### config.mk
export PLATFORM = sky130hd
export DESIGN_NAME = bni_inv_sqrt
export DESIGN_NICKNAME = d
export VERILOG_FILES = /design/src/hw/rtl/bni_inv_sqrt.sv
export SDC_FILE = /design/constraint.sdc
export NUM_CORES = 2
export LEC_CHECK = 0
export BUFFER_PORTS_ARGS = -buffer_cell sky130_fd_sc_hd__buf_2
export CAP_MARGIN = 15
export CORE_MARGIN = 10
export CORE_UTILIZATION = 42
export DETAILED_ROUTE_END_ITERATION = 10
export PLACE_DENSITY = 0.63
export SETUP_SLACK_MARGIN = 0.15
export SYNTH_ARGS = -nofsm -noshare
export SYNTH_HDL_FRONTEND = slang
export SYNTH_SLANG_ARGS = --single-unit
### constraint.sdc
create_clock -name clk_i -period 13.9 [get_ports clk_i]
set_input_delay 0.695 -clock clk_i [delete_from_list [all_inputs] [get_ports clk_i]]
set_output_delay 0.695 -clock clk_i [all_outputs]
set_load 0.02 [all_outputs]
### src/hw/rtl/bni_inv_sqrt.sv
`timescale 1ns / 1ps
`default_nettype none
// ----------------------------------------------------------------------------
// bni_inv_sqrt
// bit serial search for floor(sqrt(2^48 / v)) after a restoring divide, one result bit per cycle
// ----------------------------------------------------------------------------
module bni_inv_sqrt (
  input  wire logic        clk_i,
  input  wire logic        rst_ni,
  input  wire logic        start_i,
  input  wire logic [32:0] value_i,
  output logic             done_o,
  output logic [31:0]      root_o
);

  // limit = 2^48 / v needs a divider; restoring divide first, then the search
  logic [48:0] rem_q, rem_d;
  logic [48:0] quo_q, quo_d;
  logic [32:0] div_q, div_d;
  logic [5:0]  cnt_q, cnt_d;
  logic        dphase_q, dphase_d;
  logic        busy_q, busy_d;
  logic        zero_q, zero_d;
  logic [31:0] r_q, r_d;
  logic        done_q, done_d;
  logic [49:0] rem_sh;
  logic [31:0] trial;
  logic [63:0] sq;

  always_comb begin
    rem_sh  = {rem_q, quo_q[48]};
    trial   = r_q | (32'd1 << cnt_q[4:0]);
    sq      = 64'(trial) * 64'(trial);
    rem_d   = rem_q;
    quo_d   = quo_q;
    div_d   = div_q;
    cnt_d   = cnt_q;
    dphase_d = dphase_q;
    busy_d  = busy_q;
    zero_d  = zero_q;
    r_d     = r_q;
    done_d  = 1'b0;
    if (start_i) begin
      busy_d   = 1'b1;
      dphase_d = 1'b1;
      div_d    = value_i;
      zero_d   = (value_i == '0);
      rem_d    = '0;
      quo_d    = 49'h1_0000_0000_0000;
      cnt_d    = 6'd48;
      r_d      = '0;
    end else if (busy_q) begin
      if (dphase_q) begin
        if (rem_sh >= 50'(div_q)) begin
          rem_d = 49'(rem_sh - 50'(div_q));
          quo_d = {quo_q[47:0], 1'b1};
        end else begin
          rem_d = rem_sh[48:0];
          quo_d = {quo_q[47:0], 1'b0};
        end
        if (cnt_q == 6'd0) begin
          dphase_d = 1'b0;
          cnt_d    = 6'd31;
        end else begin
          cnt_d = cnt_q - 6'd1;
        end
      end else begin
        if (sq <= 64'(quo_q)) r_d = trial;
        if (cnt_q == 6'd0) begin
          busy_d = 1'b0;
          done_d = 1'b1;
        end else begin
          cnt_d = cnt_q - 6'd1;
        end
      end
    end
  end

  always_ff @(posedge clk_i or negedge rst_ni) begin
    if (!rst_ni) begin
      busy_q   <= 1'b0;
      done_q   <= 1'b0;
      dphase_q <= 1'b0;
      cnt_q    <= '0;
    end else begin
      busy_q   <= busy_d;
      done_q   <= done_d;
      dphase_q <= dphase_d;
      cnt_q    <= cnt_d;
    end
  end

  always_ff @(posedge clk_i) begin
    rem_q  <= rem_d;
    quo_q  <= quo_d;
    div_q  <= div_d;
    zero_q <= zero_d;
    r_q    <= r_d;
  end

  always_comb begin
    done_o = done_q;
    if (zero_q || r_q[31]) root_o = 32'h7FFF_FFFF;
    else root_o = r_q;
  end

endmodule
`default_nettype wire

==> results.toml <==
[setup_path]
crit_path_frequent_cell = "fa_1"
critical-path-slowest-cell = "nand2_1"
r2r_slack_ps = 960
worstPathMaxFanout = 32
worst_setup_path_end_kind = "flop"
arrival_ps = 13330
critPathCapture = "r_q[31]$_SDFFE_PP0P_"
worstSetupPathType = "reg2reg"
cpLargestDelayFamily = "adder cells"
critPathLaunchType = "flop"
rr_worst_depth = 40
crit_cells = 40
cp.buffers_inverters = 9
r2r_end = "r_q[31]$_SDFFE_PP0P_"
worst_path_largest_cell_delay_ps = 770
crit_start = "cnt_q[3]$_DFFE_PN0P_"
worstReg2RegStart = "cnt_q[3]$_DFFE_PN0P_"
critical_path_required_ps = 14290

[sta]
tns_ps = 0
max_slew.worst_pin.slew_ps = 1220
fin_crit_sh_pct = 93.1
final_max_slew_viol_count = 0
skew_ps = 28.5
max_freq_ghz = 0.0773
setup_viol = 0
period_needed_ps = 12940
maxSlewHeadroom_pct = 18.3
hold_viol = 0
rsz0062_at_grt = "false"

[route]
highest-signal-layer = "met5"
drtIter0Drc = 2157
wirelength_um = 113000
drc = 0
viasPerCell = 5.28
drt_pass1_iterations = 5
wire_per_inst_um = 19.9
routed-wl-met3_um = 8740
ant_nets = 0
vias = 30100
m1WireLength_um = 46200
met2_length_um = 53400

[synth]
synth_async_sr_flop_share_pct = 5.20
seq_area_frac_synth_pct = 9.81
yosys_register_bits = 173
synth_top_flop_cell = "dfxtp_1"
avgSynthCellArea_um2 = 8.80
yosysTopAreaCellShare_pct = 41.2
synth_nets = 5661
yosysTopAreaCell = "fa_1"
synthMostInstantiatedCell = "inv_1"
ys_top_cells_by_area = "fa_1 41%, ha_1 11%, inv_1 10%, dfxtp_1 6.6%, nand2_1 5.1%"
yosysWarnings = 0
synthTopCellsByCount = "1088 x inv_1, 808 x fa_1, 538 x nand2_1, 375 x nor2_1, 356 x ha_1"
ys_types = 75
synthCells = 4461
synth_edf_count = 34
synth.cell_area_um2 = 39200

[power]
powerDensity_nw_per_um2 = 51.7
p_seq_share_pct = 30.2
p_sw_share_pct = 42.8
internal_power_uw = 1230
leakage_uw = 0.0216
p_sw_uw = 920
comb_power_share_pct = 45.4
p_clk_share_pct = 24.4
max-vdd-ir-drop_mv = 0.0685

[global_routing]
antenna_found_initial = 6
grt_pass1_wl_um = 181000
grt_overflow_total = 0
grt_pass1_vias = 32000
grt_max_degree = 90
track_usage_pct = 21.7

[die]
die-area_um2 = 106000
fp.dieW_um = 326
core_area_um2 = 93000
start_util_pct = 42.2
num_rows = 112
fp.dieH_um = 326
ios = 69

[clock_tree]
cts_tree = "yes"
cts_made_buffers = 17
cts_setup_buffers = 0
clockBufferDepth = 2
cts_root_buf = "clkbuf_16"
cts-resized-gates = 0
clk_latency_ps = 510
htree_levels = 4
clkSinkCount = 173
cts_hold_buf = 0
clkTransAtPathRegs_ps = 100

[place]
place_congestion = 0.934
hpwl_um = 92600
io_buffers = 67

[finish]
nets = 5628
post-route-util_pct = 44.7
drive_gt1_share_pct = 5.22
syn_to_final_growth_pct = 6.09

[worst_hold_path]
hold_path_class = "in2async"

[flow_run]
drv_cap = 0

[run_status]
status = "complete, no violations"
==> registers in the layout, summed over array words and instances, names as in the netlist, 6 cells and up <==
name / cells
div_q: 33
r_q: 32
rem_q: 49
quo_q: 49
cnt_q: 6
==> cell families after synthesis <==
kind of cell	Yosys count	share of synthesized area [%]
XOR/XNOR	116	2.59
flip-flops	173	9.81
buffers and inverters	1275	12.3
other	1	0.00956
AND/OR/NAND/NOR	1170	12.7
AO/OA/AOI/OAI	554	9.79
multiplexers	8	0.210
adder cells (fa/ha/maj)	1164	52.6
==> per-layer routing <==
metal,vias up,track usage [%]
met3,242,4.24
met2,1066,35.8
li1,13700,-
met5,-,0
met1,15100,28.2
met4,6,7.67
==> final cells by class <==
type | instances | area [um2]
multi-input cells | 3013 | 30700
diodes | 1 | 2.50
clock buffers | 17 | 425
clock inverters | 15 | 205
well taps | 1254 | 1570
inverters | 1097 | 4120
repair buffers | 126 | 785
fillers | 9191 | 51400
flip-flops and latches | 173 | 3850
==> worst min path at each step <==
stage	from	endpoint	slack [ps]	depth (start not counted)
global placement	quo_q[47]$_SDFFE_PP0P_	quo_q[47]$_SDFFE_PP0P_	440	2
detailed placement	quo_q[47]$_SDFFE_PP0P_	quo_q[47]$_SDFFE_PP0P_	450	2
floorplan	rst_ni	busy_q$_DFF_PN0_	400	0
CTS	rst_ni	done_o$_DFF_PN0_	50	1
finish	rst_ni	done_o$_DFF_PN0_	80	1
global route	rst_ni	done_o$_DFF_PN0_	70	1
==> power groups by stage <==
stage	Clock (uW)	Combinational, uW	Sequential (uW)
detailed placement	0	969	660
floorplan	0	740	638
global placement	0	962	659
global route	556	1090	659
finish	524	977	649
CTS	539	977	649
==> worst reg2reg max path: cells and delay by family, from the launching register on <==
family          cells  cell delay [ps]
compound gates      8             1840
xor+xnor            1              130
fa+ha+maj          10             4840
buf+inv             9             1460
flops               1              470
simple gates       12             4110
==> metrics by stage <==
stage          setup slack, ps  hold slack (ps)  cells  power [uW]  cell area (um2)
6_report                   958             77.3   5696        2150            41600
3_5_place_dp               905              454   5663        1630            41000
2_1_floorplan             3340              399   4461        1380            39200
4_1_cts                    854             53.0   5695        2160            41600
5_1_grt                    310             67.8   5695        2310            41600
3_3_place_gp              1040              442   5663        1620            41000
==> cell usage in the layout, fill, tap and decap left out, drive strengths merged, types with 42 or more instances in the layout <==
| cell | netlist | layout |
|---|---|---|
| fa | 808 | 808 |
| or3 | 42 | 42 |
| a21o | 56 | 56 |
| nor3 | 42 | 42 |
| ha | 356 | 356 |
| inv | 1088 | 1096 |
| buf | 15 | 126 |
| xor2 | 44 | 44 |
| dfxtp | 130 | 130 |
| o21ai | 79 | 79 |
| nand2 | 538 | 538 |
| xnor2 | 72 | 72 |
| a21oi | 196 | 196 |
| nor2 | 375 | 375 |
Power figures use the tool's default switching activity.
